$ cat src/rtl/pcxrle_pkg.sv
// Shared types and constants for the PCX run-length scanline decoder.
// No dependencies; the files that use it refer to it by scoped names.
package pcxrle_pkg;

  localparam int ADDR_W   = 4;
  localparam int DATA_W   = 32;
  localparam int SCAN_W   = 18;
  localparam int PLANES_W = 3;

  localparam logic [1:0] REG_BPL    = 2'd0;
  localparam logic [1:0] REG_PLANES = 2'd1;
  localparam logic [1:0] REG_WIDTH  = 2'd2;
  localparam logic [1:0] REG_ROWS   = 2'd3;

  localparam logic [1:0] COUNT_TAG  = 2'b11;
  localparam logic [7:0] COUNT_MASK = 8'h3F;

  // One unit of work for the back end: a literal, or a run value with its count
  typedef struct packed {
    logic [7:0] data;
    logic [5:0] len;
    logic       is_run;
  } cmd_t;

  // Effective (clamped) configuration
  typedef struct packed {
    logic [15:0]         bpl;
    logic [PLANES_W-1:0] planes;
    logic [SCAN_W-1:0]   width;
    logic [15:0]         rows;
  } eff_cfg_t;

endpackage

$ cat src/rtl/pcxrle_if.sv
// Valid/ready channel interfaces for coded input bytes and decoded results.
// Standalone; no package dependency.
interface pcxrle_in_if;
  logic       valid;
  logic       ready;
  logic [7:0] coded_byte;

  modport source(output valid, output coded_byte, input ready);
  modport sink(input valid, input coded_byte, output ready);
endinterface

interface pcxrle_out_if;
  logic       valid;
  logic       ready;
  logic [7:0] pixel;
  logic       end_of_row;
  logic       end_of_image;
  logic       error;
  logic       last;

  modport source(output valid, output pixel, output end_of_row, output end_of_image,
                 output error, output last, input ready);
  modport sink(input valid, input pixel, input end_of_row, input end_of_image,
               input error, input last, output ready);
endinterface

$ cat src/rtl/pcxrle_regs.sv
// APB-style register file and clamped effective configuration.
// Depends on pcxrle_pkg.
module pcxrle_regs #(
  parameter int MAX_PLANES = 4
) (
  input  logic                          clk,
  input  logic                          rst,
  input  logic                          psel,
  input  logic                          penable,
  input  logic                          pwrite,
  input  logic [pcxrle_pkg::ADDR_W-1:0] paddr,
  input  logic [pcxrle_pkg::DATA_W-1:0] pwdata,
  output logic [pcxrle_pkg::DATA_W-1:0] prdata,
  output logic                          pready,
  output pcxrle_pkg::eff_cfg_t          eff
);

  localparam int PW = pcxrle_pkg::PLANES_W;
  localparam int SW = pcxrle_pkg::SCAN_W;
  localparam logic [PW-1:0] MAXP = PW'(MAX_PLANES);

  logic [15:0]   bpl;
  logic [PW-1:0] planes;
  logic [15:0]   width;
  logic [15:0]   rows;
  logic [1:0]    idx;
  logic          wr;

  logic [15:0]   bpl_e;
  logic [PW-1:0] planes_e;
  logic [15:0]   width_e;
  logic [15:0]   rows_e;
  logic [SW:0]   scan_len;
  pcxrle_pkg::eff_cfg_t eff_next;

  assign pready = 1'b1;
  assign idx    = paddr[3:2];
  assign wr     = psel && penable && pwrite;

  always_ff @(posedge clk) begin
    if (rst) begin
      bpl    <= 16'd1;
      planes <= PW'(1);
      width  <= 16'd1;
      rows   <= 16'd1;
    end else if (wr) begin
      case (idx)
        pcxrle_pkg::REG_BPL:    bpl    <= pwdata[15:0];
        pcxrle_pkg::REG_PLANES: planes <= pwdata[PW-1:0];
        pcxrle_pkg::REG_WIDTH:  width  <= pwdata[15:0];
        pcxrle_pkg::REG_ROWS:   rows   <= pwdata[15:0];
        default: ;
      endcase
    end
  end

  always_comb begin
    case (idx)
      pcxrle_pkg::REG_BPL:    prdata = {16'd0, bpl};
      pcxrle_pkg::REG_PLANES: prdata = {{(pcxrle_pkg::DATA_W-PW){1'b0}}, planes};
      pcxrle_pkg::REG_WIDTH:  prdata = {16'd0, width};
      pcxrle_pkg::REG_ROWS:   prdata = {16'd0, rows};
      default:                prdata = '0;
    endcase
  end

  // Zero acts as one; plane count saturates at the build limit; width clamps to the scanline
  always_comb begin
    bpl_e   = (bpl == 16'd0) ? 16'd1 : bpl;
    rows_e  = (rows == 16'd0) ? 16'd1 : rows;
    width_e = (width == 16'd0) ? 16'd1 : width;
    if (planes == '0) begin
      planes_e = PW'(1);
    end else if (planes > MAXP) begin
      planes_e = MAXP;
    end else begin
      planes_e = planes;
    end
    scan_len = (SW+1)'(planes_e) * (SW+1)'(bpl_e);
    eff_next.bpl    = bpl_e;
    eff_next.planes = planes_e;
    eff_next.rows   = rows_e;
    eff_next.width  = ((SW+1)'(width_e) < scan_len) ? SW'(width_e) : scan_len[SW-1:0];
  end

  always_ff @(posedge clk) begin
    if (rst) begin
      eff.bpl    <= 16'd1;
      eff.planes <= PW'(1);
      eff.width  <= SW'(1);
      eff.rows   <= 16'd1;
    end else begin
      eff <= eff_next;
    end
  end

endmodule

$ cat src/rtl/pcxrle_front.sv
// Front end: accepts coded bytes, strips count bytes and issues commands.
// Depends on pcxrle_pkg and pcxrle_if.
module pcxrle_front (
  input  logic              clk,
  input  logic              rst,
  pcxrle_in_if.sink         coded,
  input  logic              q_full,
  output logic              push,
  output pcxrle_pkg::cmd_t  cmd
);

  logic       pending;
  logic [5:0] run_len;
  logic       acc;
  logic       is_count;

  assign coded.ready = !q_full;
  assign acc         = coded.valid && coded.ready;
  assign is_count    = (coded.coded_byte[7:6] == pcxrle_pkg::COUNT_TAG);
  assign push        = acc && (pending || !is_count);

  always_comb begin
    cmd.data   = coded.coded_byte;
    cmd.len    = pending ? run_len : 6'd1;
    cmd.is_run = pending;
  end

  always_ff @(posedge clk) begin
    if (rst) begin
      pending <= 1'b0;
    end else if (acc) begin
      pending <= !pending && is_count;
    end
  end

  always_ff @(posedge clk) begin
    if (acc && !pending && is_count) begin
      run_len <= 6'(coded.coded_byte & pcxrle_pkg::COUNT_MASK);
    end
  end

endmodule

$ cat src/rtl/pcxrle_queue.sv
// Two-entry command queue between front and back ends.
// Depends on pcxrle_pkg.
module pcxrle_queue (
  input  logic              clk,
  input  logic              rst,
  input  logic              push,
  input  pcxrle_pkg::cmd_t  cmd_in,
  output logic              full,
  output logic              valid,
  output pcxrle_pkg::cmd_t  cmd_out,
  input  logic              pop
);

  pcxrle_pkg::cmd_t mem [2];
  logic       wptr;
  logic       rptr;
  logic [1:0] cnt;

  assign full    = (cnt == 2'd2);
  assign valid   = (cnt != 2'd0);
  assign cmd_out = mem[rptr];

  always_ff @(posedge clk) begin
    if (push) begin
      mem[wptr] <= cmd_in;
    end
  end

  always_ff @(posedge clk) begin
    if (rst) begin
      wptr <= 1'b0;
      rptr <= 1'b0;
      cnt  <= 2'd0;
    end else begin
      if (push) wptr <= !wptr;
      if (pop)  rptr <= !rptr;
      case ({push, pop})
        2'b10:   cnt <= cnt + 2'd1;
        2'b01:   cnt <= cnt - 2'd1;
        default: cnt <= cnt;
      endcase
    end
  end

endmodule

$ cat src/rtl/pcxrle_back.sv
// Back end: expands commands one byte a cycle unless the result stalls, tracks
// line, plane and row position, flags run errors and holds the result register. Uses pcxrle_pkg.
module pcxrle_back #(
  parameter int PLANE_W = 2
) (
  input  logic                  clk,
  input  logic                  rst,
  input  pcxrle_pkg::eff_cfg_t  cfg,
  input  logic                  q_valid,
  input  pcxrle_pkg::cmd_t      cmd,
  output logic                  pop,
  pcxrle_out_if.source          result
);

  localparam int PW = pcxrle_pkg::PLANES_W;
  localparam int SW = pcxrle_pkg::SCAN_W;

  logic               halted;
  logic [5:0]         rem;
  logic [7:0]         cur_data;
  logic [15:0]        lo;
  logic [PLANE_W-1:0] pl;
  logic [SW-1:0]      scan;
  logic [15:0]        row;

  logic               o_valid;
  logic [7:0]         o_pixel;
  logic               o_eor;
  logic               o_eoi;
  logic               o_err;
  logic               o_last;

  logic               adv;
  logic               busy;
  logic [SW-1:0]      scan_n;
  logic               kept;
  logic               eor;
  logic               eoi;
  logic               later_kept;
  logic [16:0]        row_p1;
  logic [15:0]        lo_p1;
  logic               line_end;
  logic [PLANE_W:0]   pl_p1;
  logic               plane_end;
  logic               row_end;
  logic               ovf;

  assign result.valid        = o_valid;
  assign result.pixel        = o_pixel;
  assign result.end_of_row   = o_eor;
  assign result.end_of_image = o_eoi;
  assign result.error        = o_err;
  assign result.last         = o_last;

  assign adv  = !o_valid || result.ready;
  assign busy = (rem != 6'd0);
  assign pop  = adv && !busy && q_valid;

  always_comb begin
    scan_n     = scan + SW'(1);
    kept       = scan < cfg.width;
    eor        = (scan == cfg.width - SW'(1));
    row_p1     = {1'b0, row} + 17'd1;
    eoi        = eor && (row_p1 >= {1'b0, cfg.rows});
    // Within a run no line end falls before its final byte, so scan only rises
    later_kept = (rem != 6'd1) && (scan_n < cfg.width);
    lo_p1      = lo + 16'd1;
    line_end   = lo_p1 >= cfg.bpl;
    pl_p1      = {1'b0, pl} + (PLANE_W+1)'(1);
    plane_end  = PW'(pl_p1) >= cfg.planes;
    row_end    = row_p1 >= {1'b0, cfg.rows};
    ovf        = ({1'b0, lo} + 17'(cmd.len)) > {1'b0, cfg.bpl};
  end

  always_ff @(posedge clk) begin
    if (rst) begin
      halted  <= 1'b0;
      rem     <= 6'd0;
      lo      <= 16'd0;
      pl      <= '0;
      scan    <= '0;
      row     <= 16'd0;
      o_valid <= 1'b0;
    end else if (adv) begin
      if (busy) begin
        o_valid <= kept;
        rem     <= rem - 6'd1;
        if (line_end) begin
          lo <= 16'd0;
          if (plane_end) begin
            pl   <= '0;
            scan <= '0;
            row  <= row_end ? 16'd0 : row_p1[15:0];
          end else begin
            pl   <= pl_p1[PLANE_W-1:0];
            scan <= scan_n;
          end
        end else begin
          lo   <= lo_p1;
          scan <= scan_n;
        end
      end else begin
        o_valid <= 1'b0;
        // Drop everything once halted
        if (q_valid && !halted) begin
          if (cmd.is_run && ovf) begin
            o_valid <= 1'b1;
            halted  <= 1'b1;
          end else begin
            rem <= cmd.len;
          end
        end
      end
    end
  end

  always_ff @(posedge clk) begin
    if (adv) begin
      if (busy) begin
        o_pixel <= cur_data;
        o_eor   <= eor;
        o_eoi   <= eoi;
        o_err   <= 1'b0;
        o_last  <= !later_kept;
      end else begin
        cur_data <= cmd.data;
        o_pixel  <= 8'd0;
        o_eor    <= 1'b0;
        o_eoi    <= 1'b0;
        o_err    <= 1'b1;
        o_last   <= 1'b1;
      end
    end
  end

endmodule

$ cat src/rtl/pcx_rle_scanline_decoder.sv
// PCX run-length scanline decoder, top level. A literal byte passes through
// the command queue and the back end's command registers into the result
// register. The back end takes each command from the queue in a step of its
// own, then expands its bytes and takes no new command until done; count bytes are
// absorbed by the front end alone. Reset (rst, synchronous) clears all
// position counters and the halt flag, and sets every register to 1.
module pcx_rle_scanline_decoder #(
  parameter int MAX_PLANES = 4
) (
  input  logic                          clk,
  input  logic                          rst,
  pcxrle_in_if.sink                     coded,
  pcxrle_out_if.source                  result,
  input  logic                          psel,
  input  logic                          penable,
  input  logic                          pwrite,
  input  logic [pcxrle_pkg::ADDR_W-1:0] paddr,
  input  logic [pcxrle_pkg::DATA_W-1:0] pwdata,
  output logic [pcxrle_pkg::DATA_W-1:0] prdata,
  output logic                          pready
);

  localparam int PLANE_W = (MAX_PLANES > 1) ? $clog2(MAX_PLANES) : 1;

  pcxrle_pkg::eff_cfg_t eff;
  pcxrle_pkg::cmd_t     push_cmd;
  pcxrle_pkg::cmd_t     head_cmd;
  logic                 push;
  logic                 q_full;
  logic                 q_valid;
  logic                 pop;

  pcxrle_regs #(
    .MAX_PLANES(MAX_PLANES)
  ) u_regs (
    .clk     (clk),
    .rst     (rst),
    .psel    (psel),
    .penable (penable),
    .pwrite  (pwrite),
    .paddr   (paddr),
    .pwdata  (pwdata),
    .prdata  (prdata),
    .pready  (pready),
    .eff     (eff)
  );

  pcxrle_front u_front (
    .clk    (clk),
    .rst    (rst),
    .coded  (coded),
    .q_full (q_full),
    .push   (push),
    .cmd    (push_cmd)
  );

  pcxrle_queue u_queue (
    .clk     (clk),
    .rst     (rst),
    .push    (push),
    .cmd_in  (push_cmd),
    .full    (q_full),
    .valid   (q_valid),
    .cmd_out (head_cmd),
    .pop     (pop)
  );

  pcxrle_back #(
    .PLANE_W(PLANE_W)
  ) u_back (
    .clk     (clk),
    .rst     (rst),
    .cfg     (eff),
    .q_valid (q_valid),
    .cmd     (head_cmd),
    .pop     (pop),
    .result  (result)
  );

endmodule

$ cat src/flat_wrapper.sv
// flat-port wrapper written by rule: the top's interface ports become plain ports
module pcx_rle_scanline_decoder_flat 
#(
  parameter int MAX_PLANES = 4
)
  (clk, rst, psel, penable, pwrite, paddr, pwdata, prdata, pready, coded_valid, coded_coded_byte, coded_ready, result_valid, result_pixel, result_end_of_row, result_end_of_image, result_error, result_last, result_ready);
  pcxrle_in_if coded_i ();
  pcxrle_out_if result_i ();
  input  logic clk;
  input  logic rst;
  input  logic psel;
  input  logic penable;
  input  logic pwrite;
  input  logic [pcxrle_pkg::ADDR_W-1:0] paddr;
  input  logic [pcxrle_pkg::DATA_W-1:0] pwdata;
  output logic [pcxrle_pkg::DATA_W-1:0] prdata;
  output logic pready;
  input wire logic [$bits(coded_i.valid)-1:0] coded_valid;
  input wire logic [$bits(coded_i.coded_byte)-1:0] coded_coded_byte;
  output wire logic [$bits(coded_i.ready)-1:0] coded_ready;
  output wire logic [$bits(result_i.valid)-1:0] result_valid;
  output wire logic [$bits(result_i.pixel)-1:0] result_pixel;
  output wire logic [$bits(result_i.end_of_row)-1:0] result_end_of_row;
  output wire logic [$bits(result_i.end_of_image)-1:0] result_end_of_image;
  output wire logic [$bits(result_i.error)-1:0] result_error;
  output wire logic [$bits(result_i.last)-1:0] result_last;
  input wire logic [$bits(result_i.ready)-1:0] result_ready;
  assign coded_i.valid = coded_valid;
  assign coded_i.coded_byte = coded_coded_byte;
  assign coded_ready = coded_i.ready;
  assign result_valid = result_i.valid;
  assign result_pixel = result_i.pixel;
  assign result_end_of_row = result_i.end_of_row;
  assign result_end_of_image = result_i.end_of_image;
  assign result_error = result_i.error;
  assign result_last = result_i.last;
  assign result_i.ready = result_ready;
  pcx_rle_scanline_decoder #(.MAX_PLANES(MAX_PLANES)) u_core (.clk(clk), .rst(rst), .coded(coded_i), .result(result_i), .psel(psel), .penable(penable), .pwrite(pwrite), .paddr(paddr), .pwdata(pwdata), .prdata(prdata), .pready(pready));
endmodule
$ cat config.mk
export PLATFORM = sky130hd
export DESIGN_NAME = pcx_rle_scanline_decoder_flat
export DESIGN_NICKNAME = d
export VERILOG_FILES = /design/src/rtl/pcxrle_pkg.sv /design/src/rtl/pcxrle_if.sv /design/src/rtl/pcxrle_regs.sv /design/src/rtl/pcxrle_front.sv /design/src/rtl/pcxrle_queue.sv /design/src/rtl/pcxrle_back.sv /design/src/rtl/pcx_rle_scanline_decoder.sv /design/src/flat_wrapper.sv
export SDC_FILE = /design/constraint.sdc
export NUM_CORES = 1
export LEC_CHECK = 0
export BUFFER_PORTS_ARGS = -buffer_cell sky130_fd_sc_hd__buf_2
export CELL_PAD_IN_SITES_DETAIL_PLACEMENT = 1
export CELL_PAD_IN_SITES_GLOBAL_PLACEMENT = 2
export CORE_MARGIN = 1
export CORE_UTILIZATION = 35
export CTS_CLUSTER_SIZE = 8
export DETAILED_ROUTE_END_ITERATION = 8
export PLACE_DENSITY_LB_ADDON = 0.1
export SLEW_MARGIN = 20
export SYNTH_ARGS = -nofsm -noshare
export SYNTH_HDL_FRONTEND = slang
export SYNTH_HIERARCHICAL = 1
export SYNTH_SLANG_ARGS = --single-unit
export TNS_END_PERCENT = 100
$ cat constraint.sdc
create_clock -name clk -period 4.55 [get_ports clk]
set_input_delay 0.2275 -clock clk [delete_from_list [all_inputs] [get_ports clk]]
set_output_delay 0.2275 -clock clk [all_outputs]
set_load 0.02 [all_outputs]
==> summary.txt, run 1 <==
Status
  – Status: finished with violations
  – Failing checks: setup timing

Synth
  – Distinct cells, synth: 81
  – Sequential fraction of the synthesis area: 35.0%
  – Post-synth top area share: 23.5%
  – Synth Flop Type: dfxtp_1
  – Most frequent cells after synthesis: 225 x nand2_1, 170 x dfxtp_1, 134 x ha_1
  – Top cells by area, synth: dfxtp_1 23%, edfxtp_1 12%, ha_1 12%, nand2_1 5.8%, a21oi_1 3.8%
  – Ys async rst share: 0%
  – Seq cells post-synth: 226
  – EDFF count, synth: 56
  – Syn. warnings: 6
  – Post-synthesis cell type with the largest combined area: dfxtp_1
  – Mean Syn Cell Area: 8.68 um2
  – Post-Synthesis Cells: 1671
  – Netlist Area Pre-Place: 14500 um2
  – Most common cell in the netlist: nand2_1

Global route
  – Global-route wire length before repair: 76.1 mm
  – Global-route usage over all layers: 23.4%
  – Largest net degree at the start of global routing: 84
  – Number of global-route vias before repair: 13613
  – Antenna violations before repair: 0
  – Gr ovfl total: 0

Clocking
  – CTS sink cnt: 226
  – H-tree levels: 2
  – Clock slew at reported path FFs: 0.05 ns
  – CTS tree: done
  – Clk buf depth: 3
  – Clock latency on the worst-skew pair: 0.55 ns
  – Root buf cell: clkbuf_16
  – CTS buffer count: 35

Worst setup path
  – CP Capture Type: flop
  – R2R Setup Slk: -0.17 ns
  – CP top delay family: compound AO/OA/AOI/OAI gates
  – End point of the critical path: u_core/u_regs/eff[31]
  – Critical Path Source Type: flop
  – R2R Path Start: u_core/u_regs/planes[0]
  – Worst path bufs/invs: 5
  – Crit path depth: 21
  – Reg2reg path depth: 21
  – Most used cell, CP: buf_4
  – CP max stage delay: 0.48 ns
  – Critical-path top delay cell: fa_1
  – Worst r2r dst: u_core/u_regs/eff[31]
  – Crit Path Max Fanout: 7
  – CP cell instances: inv_2, a21oi_4, nand2_2, fa_1, inv_1, ha_4, a41o_1, a221o_1, a222oi_1, buf_4, nand2b_4, xnor2_2, ha_1, nand4_1, buf_4, o21ai_4, nor3_4, a211o_4, buf_6, or3_4, a21oi_2
  – Critical path arrival: 5.20 ns
  – Critical Path Start: u_core/u_regs/planes[0]
  – Worst EP required: 5.03 ns
  – Worst Path Class, Setup: flop to flop

Die
  – Chip Width: 206 um
  – Full die area: 42300 um2
  – Die span in y: 206 um
  – Initial Utilization: 35.5%
  – Core Rows: 74
  – Placeable Area: 40800 um2
  – # IOs: 98

Power
  – Pwr Density: 382 nW/um2
  – Worst vdd ir: 233 uV
  – P_leak: 7.36 nW

Route
  – Routed vias: 12691
  – First DRT Iteration DRCs: 411
  – Routed Wire Length: 48.6 mm
  – Via density per instance: 5.31
  – Drt drc: 0
  – DRT Pass-1 Iters: 5
  – Post-route ant nets: 0
  – Routed WL per cell: 20.3 um

STA
  – Setup_tns: -2.03 ns
  – Post-layout minimum cycle time: 4.72 ns
  – Clk_skew: 0.0233 ns
  – RSZ-0062 raised after global routing: yes
  – Final setup fails: 16
  – Final Hold Fails: 0
  – Final worst slack: -0.165 ns
  – Max frequency: 212 MHz
  – Max-slew headroom: 33.8%
  – Fin crit share: 104%
  – Fin. max-slew vios: 0
  – Worst-Margin Slew: 0.985 ns

Placement
  – Post-DP HPWL: 35.8 mm
  – I/O Buffers: 62
  – Placed Cells: 2289
  – Placer Congestion: 0.843

Layout
  – Area grow syn2layout: 23.7%
  – Layout cells sized above 1: 21.1%
  – ANT cells: 0
  – Layout Cells excl Fill: 2392
  – # nets final: 2046

Hold path
  – Min-Delay Path Class: input pin to flop

Flow run
  – Max-cap violations: 0
==> what timing repair did <==
| action | CTS | global route |
|---|---|---|
| cloned | 1 | 1 |
| gates resized for setup | 46 | 62 |
| hold endpoints to repair | 69 | 0 |
| endpoints found under the setup margin | 24 | 39 |
| pin swaps | 31 | 40 |
| buffers inserted | 16 | 9 |
| hold buffers | 25 | 0 |
==> routing by layer <==
layer  track usage [%]  vias up  routed length (um)
li1                  -     6165                   -
met1              28.4     6218               21400
met2              41.6      215               24200
met3              3.31       93                1480
met4              8.60        0                1500
met5                 0        -                   0
==> where the power goes <==
group | internal [mW] | switching (mW) | total (mW)
sequential | 2.30 | 0.103 | 2.40
clock | 1.46 | 0.968 | 2.43
combinational | 0.791 | 1.23 | 2.02
total | 4.55 | 2.30 | 6.86
==> worst min-delay path, stage by stage <==
cell,delay (ns)
buf_4,0.18
a41oi_1,0.15
nand2b_1,0.14
==> layout by cell type (no fill, tap or decap), types with 15 or more instances in the layout <==
cell type      synthesis  final
a21oi_1              109    101
nor2b_1               33     31
conb_1                 2     19
ha_1                 134    129
nor3_1                37     36
mux2_2                29     28
xnor2_1               61     58
and3_1                16     15
o21ai_0               58     44
dfxtp_1              170    163
nand4_1               20     20
and2_1                31     31
buf_2                  4     61
inv_1                115    112
clkbuf_16              0     36
nand2_1              225    222
buf_4                 26    141
dlygate4sd3_1          0     25
nor2_1                67     59
edfxtp_1              56     56
xor2_1                44     42
nand3_1               60     56
nor4_1                23     19
==> worst min-delay path by stage <==
stage	start	to	slack (ns)	depth (start not counted)
global placement	coded_coded_byte[4]	u_core/u_queue/mem[1][11]	0.44	1
detailed placement	coded_coded_byte[4]	u_core/u_queue/mem[1][11]	0.43	1
finish	rst	u_core/u_regs/eff[0]	0.19	3
floorplan	rst	u_core/u_queue/cnt[1]	0.30	1
CTS	rst	u_core/u_regs/eff[0]	0.17	3
global route	rst	u_core/u_regs/eff[0]	0.23	3
==> kinds of logic (layout without fill, tap and decap cells) <==
logic type	count (synthesis)	in the layout	share of synthesized area, %
fa+ha+maj	150	150	13.8
simple gates	596	596	20.5
compound gates	321	323	14.4
flops	226	226	35.0
other cells	2	19	0.0518
xor+xnor	105	105	6.34
mux	38	38	3.13
buf+inv	233	403	6.79
==> area by class of cell <==
type | count | area [um2]
Clock buffer | 48 | 956
Clock inverter | 4 | 62.6
Fill cell | 4702 | 22900
Inverter | 116 | 435
Multi-Input combinational cell | 1231 | 9010
Sequential cell | 226 | 5100
Tap cell | 532 | 666
Timing Repair Buffer | 235 | 1720
==> state kept, by name, indices dropped and copies added, names as in the netlist, 2 cells and up, named ones only <==
name / cells
u_core/u_back/scan: 18
u_core/u_regs/rows: 16
u_core/u_back/pl: 2
u_core/u_queue/cnt: 2
u_core/u_back/lo: 16
u_core/u_regs/width: 16
u_core/u_back/row: 16
u_core/u_regs/planes: 3
u_core/u_back/rem: 6
u_core/u_regs/eff: 53
u_core/u_back/result.pixel: 8
u_core/u_front/run_len: 6
u_core/u_regs/bpl: 16
u_core/u_queue/mem: 30
u_core/u_back/cur_data: 8
==> metrics by stage <==
stage / utilization, % / setup WS [ns] / hold WS [ns] / cell area, um2 / total power, mW
2_1_floorplan: - / 0.00578 / 0.297 / 14700 / 3.60
6_report: 44.0 / -0.165 / 0.189 / 17900 / 6.86
4_1_cts: 43.1 / -0.254 / 0.170 / 17600 / 6.88
3_5_place_dp: 39.4 / -0.512 / 0.434 / 16100 / 4.34
5_1_grt: 44.0 / -0.374 / 0.227 / 17900 / 7.22
3_3_place_gp: 39.3 / -0.278 / 0.435 / 16100 / 4.29
No activity file was read; power rests on OpenSTA's default activity.
==> run 2: changes to the inputs <==
CORE_UTILIZATION = 38   (was 35)
clock period = 4.4 ns   (was 4.55 ns; I/O delays follow)
==> run 2 against run 1 <==
The flow still finishes with violations (setup timing). Non-clock buffer count down 10. Via count down 1.0%. Fmax down 1.1%. Largest power group is now registers. Highest routed layer unchanged.
==> summary.txt, run 2 (synthesis results as in run 1) <==
Power
  – Switching portion of total power: 34.0% (+0.43 points)
  – P_leak: 7.29 nW (-0.96%)
  – Clk pwr share: 34.0% (-1.5 points)
  – Power, Total: 7.09 mW (+3.5%)
  – Pint: 4.68 mW (+2.8%)
  – Worst vdd ir: 250 uV (+7.0%)
  – Psw: 2.41 mW (+4.8%)
  – Flop pwr share: 35.1% (about the same)
  – Pwr Density: 397 nW/um2 (+4.1%)
  – Combinational share of power: 30.9% (+1.4 points)

Layout
  – Most flops, register: u_core/u_regs/eff
  – Area grow syn2layout: 23.0%
  – Finished Cell Area: 17800 um2 (-0.58%)
  – # nets final: 2034 (-0.59%)
  – Largest registers: u_core/u_regs/eff x53, u_core/u_queue/mem x30, u_core/u_back/scan x18
  – Most frequent cells in the layout: 219 x nand2_1, 161 x dfxtp_1, 129 x buf_4
  – Most common cell after layout, fill and taps aside: nand2_1
  – Max reg flops: 53 (unchanged)
  – Fillers: 4342 (-7.7%)
  – Layout cells sized above 1: 21.2% (+0.083 points)
  – ANT cells: 0 (unchanged)
  – Layout Cells excl Fill: 2359 (-1.4%)

STA
  – Clk_skew: 0.0282 ns (+0.00489 ns)
  – Setup_tns: -4.88 ns (-2.85 ns)
  – Fin crit share: 108% (+4.8 points)
  – Max-slew headroom: 32.6% (-1.3 points)
  – Fin. max-slew vios: 0 (unchanged)
  – Final Hold Fails: 0 (unchanged)
  – Max frequency: 210 MHz (-1.1%)
  – Worst-Margin Slew: 1.01 ns (+0.0226 ns)
  – Post-layout minimum cycle time: 4.77 ns (+0.0537 ns)
  – RSZ-0062 raised after global routing: yes
  – Final setup fails: 16 (unchanged)
  – Final worst slack: -0.369 ns (-0.204 ns)

Placement
  – Post-DP HPWL: 35.1 mm (-1.8%)
  – I/O Buffers: 62 (unchanged)
  – Placer Congestion: 0.839 (-0.47%)
  – Area of placed instances: 16100 um2 (about the same)
  – Placed Cells: 2265 (-1.0%)

Worst setup path
  – Critical Path Source Type: flop
  – Worst EP required: 4.85 ns (-0.18 ns)
  – CP Capture Type: flop
  – Worst Path Class, Setup: flop to flop
  – Crit Path Max Fanout: 7 (unchanged)
  – R2R Setup Slk: -0.37 ns (-0.20 ns)
  – Critical path arrival: 5.22 ns (+0.02 ns)

Route
  – DRT Pass-1 Iters: 5 (unchanged)
  – Routed vias: 12559 (-1.0%)
  – Post-route ant nets: 0 (unchanged)
  – Routed WL per cell: 20.0 um (-1.8%)
  – Drt drc: 0 (unchanged)
  – Routed Wire Length: 47.1 mm (-3.1%)
  – First DRT Iteration DRCs: 422 (+2.7%)
  – Via density per instance: 5.32 (+0.34%)

Die
  – Die span in y: 197 um (-4.0%)
  – Initial Utilization: 38.6% (+3.1 points)
  – Core Rows: 71 (-4.1%)
  – Placeable Area: 37600 um2 (-8.0%)
  – Full die area: 39000 um2 (-7.8%)
  – # IOs: 98 (unchanged)
  – Chip Width: 197 um (-4.0%)

Clocking
  – CTS buffer count: 34 (-2.9%)
  – Clk buf depth: 3 (unchanged)
  – Root buf cell: clkbuf_16
  – H-tree levels: 2 (unchanged)
  – CTS tree: done
  – Clock latency on the worst-skew pair: 0.55 ns (about the same)
  – CTS sink cnt: 226 (unchanged)
  – Clock slew at reported path FFs: 0.05 ns (about the same)

Global route
  – Antenna violations before repair: 1 (+1)
  – Gr ovfl total: 0 (unchanged)
  – Global-route wire length before repair: 74.0 mm (-2.7%)
  – Largest net degree at the start of global routing: 84 (unchanged)
  – Global-route usage over all layers: 24.5% (+1.2 points)
  – Number of global-route vias before repair: 13420 (-1.4%)

Hold path
  – Min-Delay Path Class: input pin to flop

Status
  – Status: finished with violations
  – Failing checks: setup timing

Flow run
  – Max-cap violations: 0 (unchanged)
## run 2: cell count changes in the layout (fill, tap and decap cells not counted), moves of 3 or more
cell,delta
a31oi_2,-3
buf_4,-12
ha_1,-4
ha_4,+5
inv_1,-3
inv_2,+3
nand2_1,-3
nand2_2,+3
## run 2: power by group through the flow
| stage | sequential [mW] | clock [mW] | combinational [mW] |
|---|---|---|---|
| floorplan | 2.56 | 0 | 1.17 |
| global placement | 2.50 | 0 | 1.94 |
| detailed placement | 2.52 | 0 | 1.99 |
| CTS | 2.48 | 2.49 | 2.07 |
| global route | 2.51 | 2.57 | 2.38 |
| finish | 2.49 | 2.41 | 2.19 |
## run 2: repair_timing
item / CTS / global route
endpoints found under the setup margin: 24 / 41
gates resized for setup: 44 / 62
pin swaps: 18 / 44
hold endpoints to repair: 63 / 0
buffers inserted: 8 / 10
cloned: 1 / 1
hold buffers: 23 / 0
## run 2: worst paths after layout
path	start	endpoint	cells past startpoint
worst max-delay path	u_core/u_regs/bpl[15]	u_core/u_regs/eff[23]	24
worst min-delay path	pwdata[2]	u_core/u_regs/bpl[2]	3
worst max register to register	u_core/u_regs/bpl[15]	u_core/u_regs/eff[23]	24
worst min register to register	u_core/u_back/rem[5]	u_core/u_back/rem[5]	2
## run 2: area by class of cell
cell class	instances	area [um2]	share of cell area, %
clock buffer	48	913	5.12
clock inverter	3	62.6	0.351
inverter	116	435	2.44
multi-input combinational	1230	9030	50.6
sequential	226	5100	28.6
tap	511	639	3.58
timing repair buffer	225	1660	9.32
## run 2: per-layer routing
| metal | up-vias | global-route usage (%) | share of wire, % |
|---|---|---|---|
| li1 | 6136 | - | - |
| met1 | 6176 | 30.0 | 45 |
| met2 | 171 | 43.8 | 50 |
| met3 | 76 | 3.55 | 2.9 |
| met4 | 0 | 8.35 | 3.0 |
| met5 | - | 0 | 0 |
## run 2: stage by stage
| step | hold slack (ns) | setup WS, ns | util (%) |
|---|---|---|---|
| 6_report | 0.0288 | -0.369 | 47.5 |
| 5_1_grt | 0.0202 | -0.596 | 47.5 |
| 2_1_floorplan | 0.289 | -0.0529 | - |
| 3_5_place_dp | 0.439 | -0.516 | 42.7 |
| 3_3_place_gp | 0.438 | -0.271 | 42.7 |
| 4_1_cts | 0.00203 | -0.392 | 46.5 |
## run 2: critical path, cell delays in order (launching register included)
cell,delay (ns)
dfxtp_2,0.33
nor4_4,0.30
a41oi_2,0.18
nand2b_4,0.17
fa_1,0.44
inv_2,0.08
ha_4,0.13
inv_2,0.04
fa_2,0.33
nand2b_4,0.16
a21oi_4,0.16
o21a_1,0.16
nor2_2,0.04
o21ai_1,0.16
xnor2_1,0.11
ha_1,0.33
nand2_1,0.08
nor2_2,0.09
a211oi_2,0.06
o21ai_2,0.16
nor3_2,0.06
a211o_1,0.35
buf_6,0.15
or4_1,0.49
o21ai_1,0.09
